`config.mk`:
```
export PLATFORM = sky130hd
export DESIGN_NAME = periodic_timer_multiplexer_unit
export DESIGN_NICKNAME = d
export VERILOG_FILES = /design/src/design/ptm_pkg.sv /design/src/design/ptm_ctrl.sv /design/src/design/ptm_datapath.sv /design/src/design/periodic_timer_multiplexer_unit.sv
export VERILOG_INCLUDE_DIRS = /design/src /design/src/design
export SDC_FILE = /design/constraint.sdc
export NUM_CORES = 2
export LEC_CHECK = 0
export BUFFER_PORTS_ARGS = -buffer_cell sky130_fd_sc_hd__buf_2
export CAP_MARGIN = 20
export CORE_MARGIN = 2
export CORE_UTILIZATION = 30
export DETAILED_ROUTE_END_ITERATION = 7
export PLACE_DENSITY = 0.47
export SETUP_SLACK_MARGIN = 0.2
export SYNTH_ARGS = -nofsm -noshare
export SYNTH_HDL_FRONTEND = slang
export SYNTH_SLANG_ARGS = --single-unit
```
`constraint.sdc`:
```
create_clock -name i_clk -period 5.7 [get_ports i_clk]
set_input_delay 1.14 -clock i_clk [delete_from_list [all_inputs] [get_ports i_clk]]
set_output_delay 1.14 -clock i_clk [all_outputs]
set_load 0.01 [all_outputs]
```
`src/design/periodic_timer_multiplexer_unit_assert.svh`:
```
// Assertion macros used by the periodic timer multiplexer datapath.
// No dependencies; include by bare file name.
`ifndef PERIODIC_TIMER_MULTIPLEXER_UNIT_ASSERT_SVH
`define PERIODIC_TIMER_MULTIPLEXER_UNIT_ASSERT_SVH

// same-cycle implication, disabled in reset
`define PTM_ASSERT_IMP(name, clk, rstn, ante, cons) \
    name: assert property (@(posedge clk) disable iff (!rstn) (ante) |-> (cons)) \
        else $error("ptm: assertion failed");

// next-cycle implication, disabled in reset
`define PTM_ASSERT_NEXT(name, clk, rstn, ante, cons) \
    name: assert property (@(posedge clk) disable iff (!rstn) (ante) |=> (cons)) \
        else $error("ptm: assertion failed");

`endif

```
`src/design/ptm_pkg.sv`:
```
// Types and constants of the periodic timer multiplexer.
// No dependencies; imported by every module of the block.
package ptm_pkg;

    localparam int PTM_MAX_TIMERS = 16;
    localparam int TTG_W = 34;
    localparam logic signed [TTG_W-1:0] PTM_FIRE_LIMIT = 34'sd1000000;

    typedef enum logic [1:0] {
        FUNC_TICK = 2'd0,
        FUNC_ADD  = 2'd1,
        FUNC_DEL  = 2'd2
    } t_func;

    typedef enum logic [1:0] {
        STAT_OK     = 2'd0,
        STAT_FULL   = 2'd1,
        STAT_ABSENT = 2'd2
    } t_status;

    typedef enum logic [3:0] {
        S_IDLE,
        S_DISPATCH,
        S_SCAN,
        S_FIRE,
        S_ADD,
        S_SCAN2,
        S_MOVE_RD,
        S_MOVE_WR,
        S_DONE
    } t_state;

    typedef struct packed {
        logic [15:0] id;
        logic [31:0] period;
        logic [31:0] last;
    } t_entry;

    // controller -> datapath
    typedef struct packed {
        logic load;
        logic clr_min;
        logic scan_run;
        logic fire_en;
        logic match_en;
        logic fire_wr;
        logic add_wr;
        logic move_rd;
        logic move_wr;
        logic count_dec;
        logic set_full;
        logic set_absent;
        logic out_load;
    } t_cmd;

    // datapath -> controller
    typedef struct packed {
        logic [1:0] func;
        logic       count_zero;
        logic       count_full;
        logic       scan_done;
        logic       found;
        logic       move_more;
        logic       out_free;
    } t_stat;

endpackage

```
`src/design/ptm_ctrl.sv`:
```
// Sequencer of the periodic timer multiplexer: scan, fire, add, compact.
// Depends on ptm_pkg.
module ptm_ctrl import ptm_pkg::*; (
    input  logic  i_clk,
    input  logic  i_rst_n,
    input  logic  i_in_valid,
    output logic  o_in_ready,
    input  t_stat i_stat,
    output t_cmd  o_cmd
);

    t_state r_state;
    t_state n_state;

    always_ff @(posedge i_clk) begin
        if (!i_rst_n) begin
            r_state <= S_IDLE;
        end else begin
            r_state <= n_state;
        end
    end

    always_comb begin
        n_state = r_state;
        unique case (r_state)
            S_IDLE: begin
                if (i_in_valid) n_state = S_DISPATCH;
            end
            S_DISPATCH: begin
                case (i_stat.func)
                    FUNC_TICK: n_state = i_stat.count_zero ? S_DONE : S_SCAN;
                    FUNC_ADD:  n_state = i_stat.count_full ? S_DONE : S_ADD;
                    FUNC_DEL:  n_state = S_SCAN;
                    default:   n_state = S_DONE;
                endcase
            end
            S_SCAN: begin
                if (i_stat.scan_done) begin
                    if (i_stat.found && i_stat.func == FUNC_TICK) begin
                        n_state = S_FIRE;
                    end else if (i_stat.found && i_stat.func == FUNC_DEL) begin
                        n_state = S_MOVE_RD;
                    end else begin
                        n_state = S_DONE;
                    end
                end
            end
            S_FIRE:    n_state = S_SCAN2;
            S_ADD:     n_state = S_SCAN2;
            S_SCAN2: begin
                if (i_stat.scan_done) n_state = S_DONE;
            end
            S_MOVE_RD: n_state = i_stat.move_more ? S_MOVE_WR : S_DONE;
            S_MOVE_WR: n_state = S_MOVE_RD;
            S_DONE: begin
                if (i_stat.out_free) n_state = S_IDLE;
            end
            default:   n_state = S_IDLE;
        endcase
    end

    always_comb begin
        o_cmd      = '0;
        o_in_ready = 1'b0;
        unique case (r_state)
            S_IDLE: begin
                o_in_ready  = 1'b1;
                o_cmd.load  = i_in_valid;
            end
            S_DISPATCH: begin
                o_cmd.set_full = (i_stat.func == FUNC_ADD) && i_stat.count_full;
            end
            S_SCAN: begin
                o_cmd.scan_run   = 1'b1;
                o_cmd.fire_en    = (i_stat.func == FUNC_TICK);
                o_cmd.match_en   = (i_stat.func == FUNC_DEL);
                o_cmd.set_absent = i_stat.scan_done && !i_stat.found
                                   && (i_stat.func == FUNC_DEL);
            end
            S_FIRE: begin
                o_cmd.fire_wr = 1'b1;
                o_cmd.clr_min = 1'b1;
            end
            S_ADD: begin
                o_cmd.add_wr  = 1'b1;
                o_cmd.clr_min = 1'b1;
            end
            S_SCAN2: begin
                o_cmd.scan_run = 1'b1;
            end
            S_MOVE_RD: begin
                o_cmd.move_rd   = 1'b1;
                o_cmd.count_dec = !i_stat.move_more;
            end
            S_MOVE_WR: begin
                o_cmd.move_wr = 1'b1;
            end
            S_DONE: begin
                o_cmd.out_load = i_stat.out_free;
            end
            default: ;
        endcase
    end

endmodule

```
`src/design/ptm_datapath.sv`:
```
// Timer table memory, scan pipeline, min/fire trackers and result register.
// Depends on ptm_pkg and periodic_timer_multiplexer_unit_assert.svh.
`include "periodic_timer_multiplexer_unit_assert.svh"
module ptm_datapath import ptm_pkg::*; #(
    parameter int MAX_TIMERS = PTM_MAX_TIMERS
) (
    input  logic        i_clk,
    input  logic        i_rst_n,
    input  logic [1:0]  i_func,
    input  logic [15:0] i_timer_id,
    input  logic [31:0] i_period_ms,
    input  logic [31:0] i_now_ms,
    input  t_cmd        i_cmd,
    output t_stat       o_stat,
    input  logic        i_out_ready,
    output logic        o_out_valid,
    output logic [1:0]  o_status,
    output logic        o_fired_valid,
    output logic [15:0] o_fired_id,
    output logic        o_countdown_set,
    output logic [31:0] o_countdown_ms
);

    localparam int IW = (MAX_TIMERS > 1) ? $clog2(MAX_TIMERS) : 1;
    localparam int CW = $clog2(MAX_TIMERS + 1);
    localparam logic [CW-1:0] MAX_CNT = CW'(MAX_TIMERS);

    t_entry mem [MAX_TIMERS];

    // latched word
    logic [1:0]  r_func;
    logic [15:0] r_id;
    logic [31:0] r_period;
    logic [31:0] r_now;

    logic [CW-1:0] r_count;
    logic [CW-1:0] r_addr;

    // scan pipeline: read -> time-to-go -> trackers
    logic                    r_v1;
    logic                    r_v2;
    logic [IW-1:0]           r_idx1;
    logic [IW-1:0]           r_idx2;
    t_entry                  r_rd;
    logic signed [TTG_W-1:0] r_ttg;
    logic [15:0]             r_id2;
    logic [31:0]             r_per2;

    logic signed [TTG_W-1:0] r_min;
    logic                    r_min_first;
    logic signed [TTG_W-1:0] r_best;
    logic                    r_found;
    logic [IW-1:0]           r_sel;
    logic [15:0]             r_sel_id;
    logic [31:0]             r_sel_per;
    t_status                 r_status;

    logic                    r_out_valid;
    logic [1:0]              r_o_status;
    logic                    r_o_fired_valid;
    logic [15:0]             r_o_fired_id;
    logic                    r_o_cd_set;
    logic [31:0]             r_o_cd;

    logic                    issue;
    logic [31:0]             elapsed;
    logic signed [TTG_W-1:0] ttg_n;
    logic [CW-1:0]           sel_next;
    logic                    move_more;
    logic [IW-1:0]           rd_addr;
    logic                    wr_en;
    logic [IW-1:0]           wr_addr;
    t_entry                  wr_data;
    logic [31:0]             cd_val;
    logic                    out_free;

    assign issue     = i_cmd.scan_run && (r_addr != r_count);
    assign elapsed   = r_now - r_rd.last;
    assign ttg_n     = $signed({2'b00, r_rd.period}) - $signed({2'b00, elapsed});
    assign sel_next  = CW'(r_sel) + CW'(1);
    assign move_more = (sel_next < r_count);
    assign out_free  = !r_out_valid || i_out_ready;

    assign rd_addr = i_cmd.move_rd ? sel_next[IW-1:0] : r_addr[IW-1:0];

    always_comb begin
        wr_en   = i_cmd.fire_wr || i_cmd.add_wr || i_cmd.move_wr;
        wr_addr = r_sel;
        wr_data = r_rd;
        if (i_cmd.add_wr) begin
            wr_addr = r_count[IW-1:0];
            wr_data = '{id: r_id, period: r_period, last: r_now};
        end else if (i_cmd.fire_wr) begin
            wr_data = '{id: r_sel_id, period: r_sel_per, last: r_now};
        end
    end

    always_ff @(posedge i_clk) begin
        if (wr_en) begin
            mem[wr_addr] <= wr_data;
        end
        r_rd <= mem[rd_addr];
    end

    always_ff @(posedge i_clk) begin
        if (!i_rst_n) begin
            r_count <= '0;
            r_v1    <= 1'b0;
            r_v2    <= 1'b0;
        end else begin
            r_v1 <= issue;
            r_v2 <= r_v1;
            if (i_cmd.add_wr) begin
                r_count <= r_count + CW'(1);
            end else if (i_cmd.count_dec) begin
                r_count <= r_count - CW'(1);
            end
        end
    end

    always_ff @(posedge i_clk) begin
        r_idx1 <= r_addr[IW-1:0];
        r_idx2 <= r_idx1;
        r_ttg  <= ttg_n;
        r_id2  <= r_rd.id;
        r_per2 <= r_rd.period;

        if (i_cmd.load) begin
            r_func      <= i_func;
            r_id        <= i_timer_id;
            r_period    <= i_period_ms;
            r_now       <= i_now_ms;
            r_addr      <= '0;
            r_min_first <= 1'b1;
            r_found     <= 1'b0;
            r_best      <= PTM_FIRE_LIMIT;
            r_status    <= STAT_OK;
        end else begin
            if (i_cmd.clr_min) begin
                r_addr      <= '0;
                r_min_first <= 1'b1;
            end else if (issue) begin
                r_addr <= r_addr + CW'(1);
            end

            if (r_v2 && (r_min_first || r_ttg < r_min)) begin
                r_min       <= r_ttg;
                r_min_first <= 1'b0;
            end

            // strict compare keeps the earliest entry on ties
            if (r_v2 && i_cmd.fire_en && r_ttg < r_best) begin
                r_best    <= r_ttg;
                r_found   <= 1'b1;
                r_sel     <= r_idx2;
                r_sel_id  <= r_id2;
                r_sel_per <= r_per2;
            end

            if (r_v2 && i_cmd.match_en && !r_found && r_id2 == r_id) begin
                r_found <= 1'b1;
                r_sel   <= r_idx2;
            end

            if (i_cmd.move_wr) begin
                r_sel <= sel_next[IW-1:0];
            end

            if (i_cmd.set_full) begin
                r_status <= STAT_FULL;
            end else if (i_cmd.set_absent) begin
                r_status <= STAT_ABSENT;
            end
        end
    end

    // overdue saturates to zero
    assign cd_val = (r_min_first || r_min[TTG_W-1]) ? 32'd0 : r_min[31:0];

    always_ff @(posedge i_clk) begin
        if (!i_rst_n) begin
            r_out_valid <= 1'b0;
        end else if (i_cmd.out_load) begin
            r_out_valid <= 1'b1;
        end else if (i_out_ready) begin
            r_out_valid <= 1'b0;
        end
    end

    always_ff @(posedge i_clk) begin
        if (i_cmd.out_load) begin
            r_o_status      <= r_status;
            r_o_fired_valid <= 1'b0;
            r_o_fired_id    <= '0;
            r_o_cd_set      <= 1'b0;
            r_o_cd          <= '0;
            case (r_func)
                FUNC_TICK: begin
                    r_o_fired_valid <= r_found;
                    r_o_fired_id    <= r_found ? r_sel_id : 16'd0;
                    r_o_cd_set      <= !r_min_first;
                    r_o_cd          <= cd_val;
                end
                FUNC_ADD: begin
                    r_o_cd_set <= (cd_val != 32'd0);
                    r_o_cd     <= cd_val;
                end
                default: ;
            endcase
        end
    end

    assign o_stat = '{func: r_func, count_zero: (r_count == '0),
                      count_full: (r_count >= MAX_CNT), scan_done: (!issue && !r_v1 && !r_v2),
                      found: r_found, move_more: move_more, out_free: out_free};

    assign o_out_valid     = r_out_valid;
    assign o_status        = r_o_status;
    assign o_fired_valid   = r_o_fired_valid;
    assign o_fired_id      = r_o_fired_id;
    assign o_countdown_set = r_o_cd_set;
    assign o_countdown_ms  = r_o_cd;

    `PTM_ASSERT_IMP(a_count_bound, i_clk, i_rst_n, 1'b1, r_count <= MAX_CNT)
    `PTM_ASSERT_IMP(a_load_free, i_clk, i_rst_n, i_cmd.out_load, !r_out_valid || i_out_ready)
    `PTM_ASSERT_IMP(a_move_range, i_clk, i_rst_n, i_cmd.move_wr, move_more)
    `PTM_ASSERT_IMP(a_fire_cd, i_clk, i_rst_n, r_out_valid && r_o_fired_valid, r_o_cd_set)
    `PTM_ASSERT_NEXT(a_wr_quiet, i_clk, i_rst_n, i_cmd.add_wr || i_cmd.fire_wr, !r_v1 && !r_v2)

endmodule

```
`src/design/periodic_timer_multiplexer_unit.sv`:
```
// Top level of the periodic timer multiplexer: sequencer plus datapath.
// Depends on ptm_pkg, ptm_ctrl and ptm_datapath.
//
//  channel  valid         ready         payload
//  -------  ------------  ------------  -------------------------------------------
//  in       i_in_valid    o_in_ready    i_func i_timer_id i_period_ms i_now_ms
//  out      o_out_valid   i_out_ready   o_status o_fired_valid o_fired_id
//                                       o_countdown_set o_countdown_ms
//
// A tick that fires scans the table twice and an add scans it after the write;
// a delete scans for the id, then moves each later entry down by one slot.
// One word is in flight at a time; the next is taken once the result is in the
// output register, even while that result waits for i_out_ready.
// Reset clears the entry count and the handshake state; table contents are
// undefined until written.
module periodic_timer_multiplexer_unit import ptm_pkg::*; #(
    parameter int MAX_TIMERS = PTM_MAX_TIMERS
) (
    input  logic        i_clk,
    input  logic        i_rst_n,
    input  logic        i_in_valid,
    output logic        o_in_ready,
    input  logic [1:0]  i_func,
    input  logic [15:0] i_timer_id,
    input  logic [31:0] i_period_ms,
    input  logic [31:0] i_now_ms,
    output logic        o_out_valid,
    input  logic        i_out_ready,
    output logic [1:0]  o_status,
    output logic        o_fired_valid,
    output logic [15:0] o_fired_id,
    output logic        o_countdown_set,
    output logic [31:0] o_countdown_ms
);

    t_cmd  cmd;
    t_stat stat;

    ptm_ctrl u_ctrl (
        .i_clk      (i_clk),
        .i_rst_n    (i_rst_n),
        .i_in_valid (i_in_valid),
        .o_in_ready (o_in_ready),
        .i_stat     (stat),
        .o_cmd      (cmd)
    );

    ptm_datapath #(
        .MAX_TIMERS (MAX_TIMERS)
    ) u_datapath (
        .i_clk           (i_clk),
        .i_rst_n         (i_rst_n),
        .i_func          (i_func),
        .i_timer_id      (i_timer_id),
        .i_period_ms     (i_period_ms),
        .i_now_ms        (i_now_ms),
        .i_cmd           (cmd),
        .o_stat          (stat),
        .i_out_ready     (i_out_ready),
        .o_out_valid     (o_out_valid),
        .o_status        (o_status),
        .o_fired_valid   (o_fired_valid),
        .o_fired_id      (o_fired_id),
        .o_countdown_set (o_countdown_set),
        .o_countdown_ms  (o_countdown_ms)
    );

endmodule

```
==> flow_summary.yaml <==
run_status:
  status: "finished, final reports clean"
timing:
  final-hold-violation-count: 0
  relSlewSlack_pct: 20.1
  setup_violations: 0
  worst_slack_ps: 821
  clock_skew_ps: 39.8
  worstMarginPinSlew_ps: 1200
  tns_ps: 0
  period_share_pct: 85.6
  timing.final.crit_period_ps: 4880
  rsz0062_at_grt: "false"
  max_freq_mhz: 205
  hold_slack_ps: 328
  slew_viol_final: 0
critical_path:
  worstPathArrival_ps: 5610
  critPathLaunch: "u_datapath.r_now[0]$_DFFE_PP_"
  cp_max_fo: 8
  path_class: "flop to flop"
  worstSetupStartpointType: "flop"
  worst_setup_path_end_kind: "flop"
  critPathRequiredTime_ps: 6430
  r2r_start: "u_datapath.r_now[0]$_DFFE_PP_"
clocking:
  clk_path_buf_depth: 3
  cts_root_buffer: "clkbuf_16"
  insertion_delay_ps: 840
  tritoncts: "done"
  cts_sinks: 1722
  hold_buffers: 0
  ctsResizeCount: 0
  htree_levels: 4
  clk_pin_slew_worst_paths_ps: 60
  numCtsBuffers: 182
  cts_setup_buffers: 0
final_layout:
  final_cell_mix: "edfxtp_1 (1,499), mux4_2 (320), dfxtp_1 (223), nand2_1 (191), clkbuf_16 (183)"
  nets: 4370
  nFillCells: 21400
  final_common_cell: "edfxtp_1"
  regArea_um2: 49500
  syn_to_final_growth_pct: 17.0
  drive_above_1_share_pct: 22.2
  multiInputGateArea_um2: 17600
  postLayoutCoreUtil_pct: 35.2
yosys:
  synth_area_leader_cell: "edfxtp_1"
  yosys_warnings: 0
  synthArstFlopShare_pct: 0
  synth.distinct_cells: 70
  synthCells: 3808
  synth-main-ff-cell: "edfxtp_1"
  ys_top_cells_by_area: "edfxtp_1 (66%), mux4_2 (11%), dfxtp_1 (6.5%), ha_1 (2.5%), mux2i_1 (2.4%)"
  ys_seq_elements: 1722
  yosysSeqAreaShare_pct: 72.5
  syn_avg_cell_area_um2: 17.9
  syn-cell-area_um2: 68300
  synth_edf_count: 1499
  synth_nets: 4033
  synth_top_area_share_pct: 65.9
min_path:
  holdCritStartpoint: "u_datapath.r_idx1[0]$_DFF_P_"
  min_path_type: "flop to flop"
die:
  initial_core_util_pct: 30.1
  num_rows: 175
  fp.dieArea_um2: 231000
  die_x_um: 481
  coreArea_um2: 227000
  die_height_um: 481
  io_pins: 140
global_routing:
  grt.overflow.total: 0
  grt_pass1_wl_um: 259000
  antenna_found_initial: 20
  grt_start_max_net_pins: 130
  grt_pass1_vias: 35800
  track_usage_pct: 15.5
routing:
  drt-initial-drc-count: 2976
  drt_pass1_iterations: 6
  viasPerCell: 4.81
  wire_per_inst_um: 24.7
  num_vias: 35200
  drcViolationCount: 0
  ant_nets: 0
  wl_um: 180000
power:
  total_power_mw: 27.8
  p_leak_nw: 27.6
  vdd_drop_max_v: 0.000324
  pwr_density_cell_nw_per_um2: 348
placement:
  dp_slack_ps: 840
  io_buffers: 139
  gp_congestion: 0.801
  dpl.hpwl_um: 107000
job:
  maxCapViolations: 0
-- sequential cells by signal (all words and copies together), names as in the netlist, 32 cells and up --
signal and cells:
u_datapath.mem 1280, u_datapath.o_countdown_ms 32, u_datapath.r_best 33, u_datapath.r_min 33, u_datapath.r_now 32, u_datapath.r_per2 32, u_datapath.r_period 32, u_datapath.r_rd 80
u_datapath.r_sel_per 32, u_datapath.r_ttg 33
-- routing by layer --
metal	vias up	track usage (%)	wire length [um]	part of all wire, %
li1	15700	-	-	-
met1	18500	22.6	86600	48
met2	787	24.1	82500	46
met3	234	2.55	7850	4.4
met4	8	3.59	3310	1.8
met5	-	0	48	0.027
-- path summary, 6_finish.rpt --
path | end | depth (start not counted) | slack, ps
max reg2reg | u_datapath.r_ttg[30]$_DFF_P_ | 22 | 820
min | u_datapath.r_idx2[0]$_DFF_P_ | 0 | 330
min reg2reg | u_datapath.r_idx2[0]$_DFF_P_ | 0 | 330
max | u_datapath.r_ttg[30]$_DFF_P_ | 22 | 820
-- where the power goes --
part | internal, mW | switching (mW)
sequential | 13.9 | 0.412
clock | 6.86 | 5.02
combinational | 0.659 | 0.975
total | 21.4 | 6.40
-- critical path, stage by stage (launching register included) --
cell	delay, ps
edfxtp_1	370
inv_1	80
ha_1	170
inv_1	60
fa_1	400
a21oi_1	220
o211ai_1	170
a21oi_1	260
o21bai_1	160
nand4_1	160
a31oi_1	140
a21o_1	210
a21oi_1	170
xor2_1	220
ha_1	350
or3_1	380
o21ai_0	90
a31oi_1	70
a21oi_1	300
o21ai_1	180
o211a_1	260
nor3b_1	240
xnor2_1	150
-- cells by family after synthesis --
kind of cell	synth area share (%)
flip-flops	72.5
adder cells (fa/ha/maj)	2.58
AO/OA/AOI/OAI	4.61
buffers and inverters	2.03
multiplexers	13.0
AND/OR/NAND/NOR	4.21
XOR/XNOR	1.08
-- through the flow --
step | instances | instance area, um2
finish | 7314 | 79900
detailed placement | 6963 | 73800
CTS | 7306 | 79800
floorplan | 3808 | 68300
global placement | 6956 | 73700
global route | 7314 | 79900
-- synth_stat cells, types with 81 or more instances --
master	count
dfxtp_1	223
nand2_1	192
edfxtp_1	1499
o21ai_0	133
inv_1	120
clkbuf_1	81
mux2i_1	166
mux4_2	320
a21oi_1	157
a211oi_1	89
ha_1	136
nor2b_1	92
nor2_1	92
-- final cells by class --
| class | count | share of cell area (%) |
|---|---|---|
| sequential | 1722 | 61.9 |
| clock inverter | 97 | 1.22 |
| antenna | 1 | 0.00313 |
| multi-input combinational | 1795 | 22.1 |
| tap | 3009 | 4.71 |
| clock buffer | 246 | 6.30 |
| inverter | 122 | 0.579 |
| timing repair buffer | 322 | 3.20 |
No activity file was read; power rests on OpenSTA's default activity.
